$ cat src/rtl/core/pfx_pkg.sv
// shared types, codes and widths of the postfix evaluator
// no dependencies
package pfx_pkg;

	localparam int WORD_W      = 32;
	localparam int SYM_W       = 8;
	localparam int STATUS_W    = 2;
	localparam int STACK_DEPTH = 5;
	localparam int CNT_W       = $clog2(STACK_DEPTH + 1);
	localparam int ITER_W      = $clog2(WORD_W);

	// ascii codes
	localparam logic [SYM_W-1:0] CH_ZERO  = 8'h30;
	localparam logic [SYM_W-1:0] CH_NINE  = 8'h39;
	localparam logic [SYM_W-1:0] CH_PLUS  = 8'h2B;
	localparam logic [SYM_W-1:0] CH_MINUS = 8'h2D;
	localparam logic [SYM_W-1:0] CH_TIMES = 8'h2A;
	localparam logic [SYM_W-1:0] CH_SLASH = 8'h2F;

	// alu operations
	localparam logic [1:0] OP_ADD = 2'd0;
	localparam logic [1:0] OP_SUB = 2'd1;
	localparam logic [1:0] OP_MUL = 2'd2;
	localparam logic [1:0] OP_DIV = 2'd3;

	// status codes
	localparam logic [STATUS_W-1:0] ERR_OK        = 2'd0;
	localparam logic [STATUS_W-1:0] ERR_OVERFLOW  = 2'd1;
	localparam logic [STATUS_W-1:0] ERR_UNDERFLOW = 2'd2;
	localparam logic [STATUS_W-1:0] ERR_DIVZERO   = 2'd3;

	typedef struct packed {
		logic [SYM_W-1:0] symbol;
		logic             last;
	} pfx_item_t;

	typedef struct packed {
		logic signed [WORD_W-1:0] value;
		logic [STATUS_W-1:0]      status;
	} pfx_result_t;

	typedef struct packed {
		logic       start;
		logic [1:0] op;
	} pfx_alu_req_t;

	typedef struct packed {
		logic              done;
		logic [WORD_W-1:0] result;
	} pfx_alu_rsp_t;

endpackage

$ cat src/rtl/core/pfx_alu.sv
// bit-serial arithmetic unit: add, subtract, multiply, signed divide
// depends on pfx_pkg
module pfx_alu import pfx_pkg::*; (
	input  logic              clk,
	input  logic              arst_n,
	input  pfx_alu_req_t      req,
	input  logic [WORD_W-1:0] lhs,
	input  logic [WORD_W-1:0] rhs,
	output pfx_alu_rsp_t      rsp
);

	localparam logic [1:0] A_IDLE = 2'd0;
	localparam logic [1:0] A_ITER = 2'd1;
	localparam logic [1:0] A_FIX  = 2'd2;

	logic [1:0]        state_q;
	logic [ITER_W-1:0] cnt_q;
	logic [1:0]        op_q;
	logic [WORD_W-1:0] a_q, b_q, r_q;
	logic              carry_q, neg_q;

	logic [WORD_W:0]   rem_ext, diff;
	logic              ge;
	logic              sum_bit, carry_d;

	// restoring divide step
	assign rem_ext = {r_q, a_q[WORD_W-1]};
	assign diff    = rem_ext - {1'b0, b_q};
	assign ge      = ~diff[WORD_W];

	// serial full adder
	assign sum_bit = a_q[0] ^ b_q[0] ^ carry_q;
	assign carry_d = (a_q[0] & b_q[0]) | (carry_q & (a_q[0] ^ b_q[0]));

	always_ff @(posedge clk or negedge arst_n) begin
		if (!arst_n) begin
			state_q <= A_IDLE;
			cnt_q   <= '0;
		end else begin
			case (state_q)
				A_IDLE: begin
					if (req.start) begin
						state_q <= A_ITER;
						cnt_q   <= '0;
					end
				end
				A_ITER: begin
					cnt_q <= cnt_q + 1'b1;
					if (cnt_q == ITER_W'(WORD_W - 1)) state_q <= A_FIX;
				end
				A_FIX: state_q <= A_IDLE;
				default: state_q <= A_IDLE;
			endcase
		end
	end

	always_ff @(posedge clk) begin
		if (state_q == A_IDLE && req.start) begin
			op_q    <= req.op;
			r_q     <= '0;
			carry_q <= (req.op == OP_SUB);
			neg_q   <= lhs[WORD_W-1] ^ rhs[WORD_W-1];
			case (req.op)
				OP_SUB: begin
					a_q <= lhs;
					b_q <= ~rhs;
				end
				OP_DIV: begin
					a_q <= lhs[WORD_W-1] ? -lhs : lhs;
					b_q <= rhs[WORD_W-1] ? -rhs : rhs;
				end
				default: begin
					a_q <= lhs;
					b_q <= rhs;
				end
			endcase
		end else if (state_q == A_ITER) begin
			case (op_q)
				OP_MUL: begin
					r_q <= {r_q[WORD_W-2:0], 1'b0} + (a_q[WORD_W-1] ? b_q : '0);
					a_q <= {a_q[WORD_W-2:0], 1'b0};
				end
				OP_DIV: begin
					r_q <= ge ? diff[WORD_W-1:0] : rem_ext[WORD_W-1:0];
					a_q <= {a_q[WORD_W-2:0], ge};
				end
				default: begin
					// add and subtract, lsb first
					r_q     <= {sum_bit, r_q[WORD_W-1:1]};
					a_q     <= {1'b0, a_q[WORD_W-1:1]};
					b_q     <= {1'b0, b_q[WORD_W-1:1]};
					carry_q <= carry_d;
				end
			endcase
		end
	end

	always_comb begin
		rsp.done   = (state_q == A_FIX);
		rsp.result = r_q;
		if (op_q == OP_DIV) rsp.result = neg_q ? -a_q : a_q;
	end

endmodule

$ cat src/rtl/core/postfix_expression_evaluator.sv
// top level of the postfix expression evaluator: operand stack, control, result register
// depends on pfx_pkg and pfx_alu
//
// usage
// - item channel (item_valid, item_stall, item): one ascii character per transaction,
//   item.last marks the final character of an expression
// - result channel (result_valid, result_stall, result): one transaction per
//   expression, carrying the final value and the first error seen
// - a digit, a character that is neither digit nor operator, and a divide by zero do
//   not use the alu; plus, minus, times and divide stall the item channel while the
//   bit-serial alu works, one bit per cycle over 32 bits
// - the last transaction of an expression is followed by the final pop;
//   the result shows up on the cycle after that
// - item_stall is high while an operation runs in the alu and during the final pop,
//   including while it waits for a free result register
// - the result register lets a new expression start while the previous result
//   is still stalled by the receiver; only a second final pop waits for it
// - reset empties the stack, clears the error and drops any pending result
module postfix_expression_evaluator import pfx_pkg::*; (
	input  logic        clk,
	input  logic        arst_n,
	input  logic        item_valid,
	output logic        item_stall,
	input  pfx_item_t   item,
	output logic        result_valid,
	input  logic        result_stall,
	output pfx_result_t result
);

	localparam logic [1:0] ST_IDLE = 2'd0;
	localparam logic [1:0] ST_CALC = 2'd1;
	localparam logic [1:0] ST_EMIT = 2'd2;

	// control state
	logic [1:0]          state_q, state_d;
	logic [CNT_W-1:0]    count_q, count_d;
	logic [STATUS_W-1:0] err_q, err_d;
	logic                last_q, last_d;
	logic                result_valid_q;
	pfx_result_t         result_q;

	// stack: entry 0 is the top, entries at or above count_q hold garbage
	logic [WORD_W-1:0]   stack_q [STACK_DEPTH];
	logic [WORD_W-1:0]   stack_d [STACK_DEPTH];

	logic                take, emit;
	logic                is_digit, is_arith;
	logic [1:0]          op;
	logic [WORD_W-1:0]   lhs, rhs, push_val;
	logic                shift_up2, shift_up1, push_down;
	logic                has_two;

	pfx_alu_req_t        alu_req;
	pfx_alu_rsp_t        alu_rsp;

	assign take       = item_valid && !item_stall;
	assign item_stall = (state_q != ST_IDLE);

	// character decode
	always_comb begin
		is_digit = (item.symbol inside {[CH_ZERO:CH_NINE]});
		is_arith = 1'b1;
		op       = OP_ADD;
		case (item.symbol)
			CH_PLUS:  op = OP_ADD;
			CH_MINUS: op = OP_SUB;
			CH_TIMES: op = OP_MUL;
			CH_SLASH: op = OP_DIV;
			default:  is_arith = 1'b0;
		endcase
	end

	// operands, an empty slot pops as zero
	assign has_two = (count_q >= CNT_W'(2));
	assign rhs     = (count_q != '0) ? stack_q[0] : '0;
	assign lhs     = has_two ? stack_q[1] : '0;

	// main control
	always_comb begin
		state_d   = state_q;
		count_d   = count_q;
		err_d     = err_q;
		last_d    = last_q;
		shift_up2 = 1'b0;
		shift_up1 = 1'b0;
		push_down = 1'b0;
		push_val  = '0;
		emit      = 1'b0;
		alu_req   = '{start: 1'b0, op: op};
		case (state_q)
			ST_IDLE: begin
				if (take) begin
					last_d = item.last;
					if (is_digit) begin
						push_val = WORD_W'(item.symbol - CH_ZERO);
						if (count_q < CNT_W'(STACK_DEPTH)) begin
							push_down = 1'b1;
							count_d   = count_q + 1'b1;
						end else if (err_q == ERR_OK) begin
							err_d = ERR_OVERFLOW;
						end
						state_d = item.last ? ST_EMIT : ST_IDLE;
					end else begin
						// two pops, rhs first
						count_d = has_two ? count_q - CNT_W'(2) : '0;
						if (!has_two && err_q == ERR_OK) err_d = ERR_UNDERFLOW;
						if (is_arith && op == OP_DIV && rhs == '0) begin
							// divide by zero pushes zero right away
							shift_up1 = 1'b1;
							count_d   = count_d + 1'b1;
							if (err_d == ERR_OK) err_d = ERR_DIVZERO;
							state_d = item.last ? ST_EMIT : ST_IDLE;
						end else if (is_arith) begin
							shift_up2     = 1'b1;
							alu_req.start = 1'b1;
							state_d       = ST_CALC;
						end else begin
							// unknown character: operands are dropped
							shift_up2 = 1'b1;
							state_d   = item.last ? ST_EMIT : ST_IDLE;
						end
					end
				end
			end
			ST_CALC: begin
				if (alu_rsp.done) begin
					// two entries were just popped, so there is always room
					push_down = 1'b1;
					push_val  = alu_rsp.result;
					count_d   = count_q + 1'b1;
					state_d   = last_q ? ST_EMIT : ST_IDLE;
				end
			end
			ST_EMIT: begin
				if (!result_valid_q || !result_stall) begin
					emit    = 1'b1;
					count_d = '0;
					err_d   = ERR_OK;
					state_d = ST_IDLE;
				end
			end
			default: state_d = ST_IDLE;
		endcase
	end

	// stack moves: pop two, pop two and push one, or push one
	always_comb begin
		stack_d = stack_q;
		if (shift_up2) begin
			for (int i = 0; i < STACK_DEPTH - 2; i++) stack_d[i] = stack_q[i + 2];
		end else if (shift_up1) begin
			for (int i = 1; i < STACK_DEPTH - 1; i++) stack_d[i] = stack_q[i + 1];
			stack_d[0] = push_val;
		end else if (push_down) begin
			for (int i = 1; i < STACK_DEPTH; i++) stack_d[i] = stack_q[i - 1];
			stack_d[0] = push_val;
		end
	end

	always_ff @(posedge clk) begin
		stack_q <= stack_d;
	end

	always_ff @(posedge clk or negedge arst_n) begin
		if (!arst_n) begin
			state_q        <= ST_IDLE;
			count_q        <= '0;
			err_q          <= ERR_OK;
			last_q         <= 1'b0;
			result_valid_q <= 1'b0;
		end else begin
			state_q <= state_d;
			count_q <= count_d;
			err_q   <= err_d;
			last_q  <= last_d;
			if (emit) result_valid_q <= 1'b1;
			else if (!result_stall) result_valid_q <= 1'b0;
		end
	end

	// final pop; an empty stack gives zero and, if no earlier error, underflow
	always_ff @(posedge clk) begin
		if (emit) begin
			result_q.value  <= (count_q != '0) ? stack_q[0] : '0;
			result_q.status <= (count_q == '0 && err_q == ERR_OK) ? ERR_UNDERFLOW : err_q;
		end
	end

	assign result_valid = result_valid_q;
	assign result       = result_q;

	pfx_alu u_alu (
		.clk    (clk),
		.arst_n (arst_n),
		.req    (alu_req),
		.lhs    (lhs),
		.rhs    (rhs),
		.rsp    (alu_rsp)
	);

endmodule

$ cat config.mk
export PLATFORM = sky130hd
export DESIGN_NAME = postfix_expression_evaluator
export DESIGN_NICKNAME = d
export VERILOG_FILES = /design/src/rtl/core/pfx_pkg.sv /design/src/rtl/core/pfx_alu.sv /design/src/rtl/core/postfix_expression_evaluator.sv
export SDC_FILE = /design/constraint.sdc
export NUM_CORES = 1
export LEC_CHECK = 0
export ABC_AREA = 1
export BUFFER_PORTS_ARGS = -buffer_cell sky130_fd_sc_hd__buf_2
export CAP_MARGIN = 10
export CORE_MARGIN = 4
export CORE_UTILIZATION = 40
export DETAILED_ROUTE_END_ITERATION = 10
export PLACE_DENSITY = 0.6
export SETUP_SLACK_MARGIN = 0.15
export SYNTH_ARGS = -nofsm -noshare
export SYNTH_HDL_FRONTEND = slang
export SYNTH_SLANG_ARGS = --single-unit
$ cat constraint.sdc
create_clock -name clk -period 10.2 [get_ports clk]
set_clock_uncertainty 0.05 [all_clocks]
set_input_delay 1.02 -clock clk [delete_from_list [all_inputs] [get_ports clk]]
set_output_delay 1.02 -clock clk [all_outputs]
set_load 0.01 [all_outputs]
Yosys cells after proc, flatten, opt, wreduce, memory -nomap -nowiden --
Cells that the tools add are included.
Storage, ports and cells: flip-flop bits (word level) 310, bits of input ports 13, output and inout bits 36, logic and storage cells 188
Operators by class: add/subtract/negate cells 10, $lt $le $gt $ge 4, eq/ne operators 23, mux-type cells 84, bitwise gates (word level) 10, reductions and logical operators 37
Operators with widths (count):
- $mux W32 | 17
- $pmux W32 S2 | 4
- $mux W160 | 1
- $mux W128 | 1
- $mux W96 | 1
- $neg A32 Y32 | 3
- $mux W2 | 20
- $sub A33 B32 Y33 | 1
- $add A32 B32 Y32 | 1
- $eq A8 B6 Y1 const B | 4
- $logic_not A32 Y1 | 1
- $not A32 Y32 | 1
- $mux W1 | 25
- $mux W3 | 7
- $pmux W2 S3 | 2
- $eq A2 B2 Y1 const B | 5
- $pmux W5 S2 | 1
- $reduce_and A2 Y1 | 5
- $reduce_and A5 Y1 | 2
- $reduce_bool A2 Y1 | 5
- $ne A3 B3 Y1 const B | 3
- $pmux W3 S3 | 1
- $reduce_bool A3 Y1 | 3
- $sub A8 B6 Y9 const B | 1
- other kinds (26) | 53

Logic depth before layout (Yosys ltp) --
depth in word-level cells 13, gate-level depth with buffers 19, depth with buffers taken out 18

Modules after synthesis --
Synthesis repeated with hierarchy kept, for this count alone.
Unflattened totals: cells, all modules 3400, area total of the unflattened synthesis 23741.5 µm²
Modules (own cells, without submodules):
- pfx_alu | times used 1, cells each 2327, area each 13548.0 µm², sequential area each 2857.7 µm²
- postfix_expression_evaluator | times used 1, cells each 1073, area each 10193.5 µm², sequential area each 6050.8 µm²

Worst setup path after synthesis --
Ideal clock, no wire load.
path type input to register, start point input port item[5] in the netlist's numbering, end point register stack_q[100] in the netlist's numbering (enable), setup time 0.458 ns, arrival time 4.388 ns, required time 9.692 ns, path slack 5.304 ns, stages 14, buffers on the path 2, cell sequence ha_1 nand2_1 inv_1 nand3_1 nand2_1 nand2_1 nand2_1 inv_2 nand3_1 nand2_1 buf_4 inv_1 buf_2 nand2_1
Between the ends: word-level cells in the longest chain between the ends 10, elaborated cells between the ends (all ways) 25, classes of those cells order compare (2); eq/ne (5); mux (13); reduce/logical (5)
RTL lines:
- start: declaration | line postfix_expression_evaluator.sv:24 | input pfx_item_t item,
- $eq A8 B6 Y1 | line postfix_expression_evaluator.sv:64 | case (item.symbol)
- $pmux W2 S3 or $reduce_or A4 Y1 (tied branches)
- $eq A2 B2 Y1 or $mux W1 (tied branches) | line postfix_expression_evaluator.sv:107, postfix_expression_evaluator.sv:64
- $logic_and A1 B1 Y1 (2 in series) | line postfix_expression_evaluator.sv:107 | if (is_arith && op == OP_DIV && rhs == '0) begin
- $mux W1 | line postfix_expression_evaluator.sv:107
- $mux W1 | line postfix_expression_evaluator.sv:94 | if (is_digit) begin
- $mux W1 | line postfix_expression_evaluator.sv:92 | if (take) begin
- $mux W1 | line postfix_expression_evaluator.sv:90 | case (state_q)
- $reduce_bool A3 Y1 (no source line) (*)
- end signal: assignment | line postfix_expression_evaluator.sv:161 | stack_q <= stack_d;
- end: declaration | line postfix_expression_evaluator.sv:43 | logic [WORD_W-1:0] stack_q [STACK_DEPTH];
Every way passes the cells marked *; elsewhere a longest branch is shown, timed or not. A chain may end at the register's enable or synchronous reset.

Worst setup path in the final report --
start point input port item[5] in the netlist's numbering, end point register stack_q[124] in the netlist's numbering (enable)
The elaborated chain is that of the path after synthesis.

==> results.cfg <==
[grt]
antenna_found_initial = 0
grt_max_degree = 89
gr-total-overflow = 0
track_usage = 0.262
grt_pass1_wl_um = 131000
grt_pass1_vias = 21500

[route]
drtPass1Iterations = 6
wirelength_um = 85900
drc = 0
drt_iter0_markers = 2491
ant_nets = 0
vias = 23400
wl_per_cell_um = 19.5
viasPerCell = 5.32

[finish]
nNetsFinal = 3705
drive_gt1_frac = 0.0492
instances_no_fill = 4408
final_common_cell = nand2_1
fin_area_um2 = 26200
diodes = 0
final_cell_mix = nand2_1, inv_1, nand3_1
area_growth_pct = 7.95

[synthesis]
synth_seq_cells = 310
syn_area_per_cell_um2 = 6.69
synth_area_um2 = 24200
synth_top_flop_cell = edfxtp_1
synth-edff-count = 262
syn-instance-count = 3625
syn-num-nets = 3721
synth_cell_types = 51
ys_seq_area_frac = 0.368
async_flop_share = 0.0516
yosys_warnings = 0

[die]
initial_core_util = 0.408
core_um2 = 59500
fp.dieArea_um2 = 64600
row_count = 89
die_w_um = 254
num_io_pins = 49
die_height_um = 254

[worst_setup_path]
cp.arrival_ns = 4.94
startpoint = item[5]
start_kind = input port
ff2ff_path_depth = 10
cp_common_cell = nand2_1
reg2reg_to = stack_q[124]
critPathKind = in -> reg
crit_fanout = 60
worstPathRequired_ns = 10.31
cp_slowest_cell = nand2_1
slowest_delay_ns = 0.75
regToRegStartpoint = state_q[1]
reg2reg_setup_slack_ns = 5.49
crit_chain = buf_2 -> ha_1 -> nand2_1 -> inv_1 -> nand3_1 -> nand2_1 -> nand2_1 -> nand2_1 -> inv_2 -> nand3_1 -> nand2_1 -> inv_1 -> nand2_4 -> buf_4
worstSetupEndpoint = stack_q[124]
end_kind = register

[clock_tree]
cts_tree = built
cts_htree_levels = 2
clk_pin_slew_ns = 0.06
cts_sinks = 310
cts_hold_buf = 0
clock_latency_ns = 0.55
ctsResizeCount = 0
post_cts_buffers = 0
clock_path_buffers = 3
root_buffer = clkbuf_16
tritoncts.num_buffers = 36

[timing]
setup_viol = 0
maxSlewViolCount = 0
fmax_mhz = 207
slew_headroom = 0.237
period_share = 0.474
final-hold-violation-count = 0
tightest_slew_ns = 1.14
period_needed_ns = 4.84
rsz0062_at_grt = false
final.setup.tns_ns = 0

[hold_path]
hp-class = in -> async

[power]
switchingPower_uw = 3130
vdd_drop_max_uv = 150
power.leakage_uw = 0.0128
powerDensity_nw_per_um2 = 250
p_comb_frac = 0.500
p_int_uw = 3430
p_sw_frac = 0.477
power_uw = 6550
clkPwrFrac = 0.197
seqPwrFrac = 0.303

[run_status]
status = complete, no violations

[place]
dp_hpwl_um = 66100
placed_area_um2 = 25000
gp_congestion = 1.03
port_buffers = 48
dp.cells = 4344

[flow_run]
cap_violations = 0
-- layer usage --
layer / part of all wire / up-vias / global-route usage
li1: - / 11600 / -
met1: 0.45 / 11000 / 0.382
met2: 0.45 / 777 / 0.420
met3: 0.069 / 100 / 0.0295
met4: 0.025 / 0 / 0.0624
met5: 0 / - / 0
-- state kept, by name (all words and copies together), names as in the netlist --
register	count
result_valid	1
u_alu.op_q	2
count_q	3
u_alu.neg_q	1
u_alu.b_q	32
stack_q	160
u_alu.cnt_q	5
last_q	1
state_q	2
u_alu.state_q	2
u_alu.r_q	32
u_alu.carry_q	1
u_alu.a_q	32
result	34
err_q	2
-- cells by family after synthesis --
kind of cell / Yosys count / share of synthesized area
AO/OA/AOI/OAI: 500 / 0.119
XOR/XNOR: 47 / 0.0170
adder cells (fa/ha/maj): 83 / 0.0438
buffers and inverters: 690 / 0.115
flip-flops: 310 / 0.368
AND/OR/NAND/NOR: 1995 / 0.337
-- power groups by stage --
| stage | sequential, µW | combinational [µW] | clock (µW) |
|---|---|---|---|
| 6_report | 1990 | 3280 | 1290 |
| 4_1_cts | 1980 | 3230 | 1310 |
| 3_3_place_gp | 2000 | 3210 | 0 |
| 5_1_grt | 2010 | 3660 | 1360 |
| 2_1_floorplan | 1920 | 2260 | 0 |
| 3_5_place_dp | 2000 | 3220 | 0 |
-- area by class of cell --
class	instances	area [µm²]
Clock buffer	51	1030
Clock inverter	13	114
Fill cell	6328	33300
Inverter	563	2110
Multi-Input combinational cell	2625	12600
Sequential cell	310	8910
Tap cell	773	967
Timing Repair Buffer	73	428
-- worst max-delay path: cells and delay by family --
family	cells	cell delay, ns
buffers and inverters	5	1.77
adders and majority gates	1	0.21
and+or+nand+nor	8	1.85
-- worst min path at each step --
| stage | slack (ns) | to | cells past startpoint |
|---|---|---|---|
| 6_report | 0.36 | count_q[1] | 1 |
| 2_1_floorplan | 0.40 | last_q | 2 |
| 4_1_cts | 0.35 | count_q[1] | 1 |
| 3_5_place_dp | 0.42 | stack_q[20] | 0 |
| 5_1_grt | 0.39 | count_q[1] | 1 |
| 3_3_place_gp | 0.43 | stack_q[2] | 0 |
-- cells in the mapped netlist (2+ instances only) --
cell type     n  share of area
nand2_1    1345           0.21
inv_1       556          0.086
nand3_1     273          0.056
nor2_1      268          0.042
edfxtp_1    262           0.32
o21ai_0     181          0.037
a21oi_1     150          0.031
o211ai_1     89          0.028
ha_1         80          0.041
clkbuf_1     59         0.0091
buf_2        34         0.0070
dfxtp_1      32          0.026
nand4_1      29         0.0075
xor2_1       25         0.0090
o21ai_1      22         0.0045
xnor2_1      22         0.0080
nor3_1       20         0.0041
nand3b_1     19         0.0059
buf_6        17         0.0079
dfrtp_1      16          0.017
o31ai_1      16         0.0050
nor2_2       13         0.0034
o21ai_2      12         0.0043
o21bai_1     10         0.0031
buf_1         9         0.0014
buf_4         8         0.0025
or2_2         7         0.0018
nor2_4        5         0.0023
inv_2         4        0.00062
o221ai_1      4         0.0014
o22ai_1       4         0.0010
a211oi_1      3        0.00093
a31oi_1       3        0.00077
and2_1        3        0.00077
clkinv_1      3        0.00046
fa_1          3         0.0025
a221oi_1      2        0.00072
and3_1        2        0.00052
nand2_2       2        0.00052
nand3_2       2        0.00083
-- per-stage QoR --
step,worst slack (ns),utilization,hold WS [ns]
2_1_floorplan,5.30,-,0.399
3_3_place_gp,4.84,0.421,0.428
3_5_place_dp,4.79,0.421,0.418
4_1_cts,5.37,0.440,0.349
5_1_grt,5.04,0.440,0.385
6_report,5.36,0.440,0.356
(Power assumes the default switching activity.)
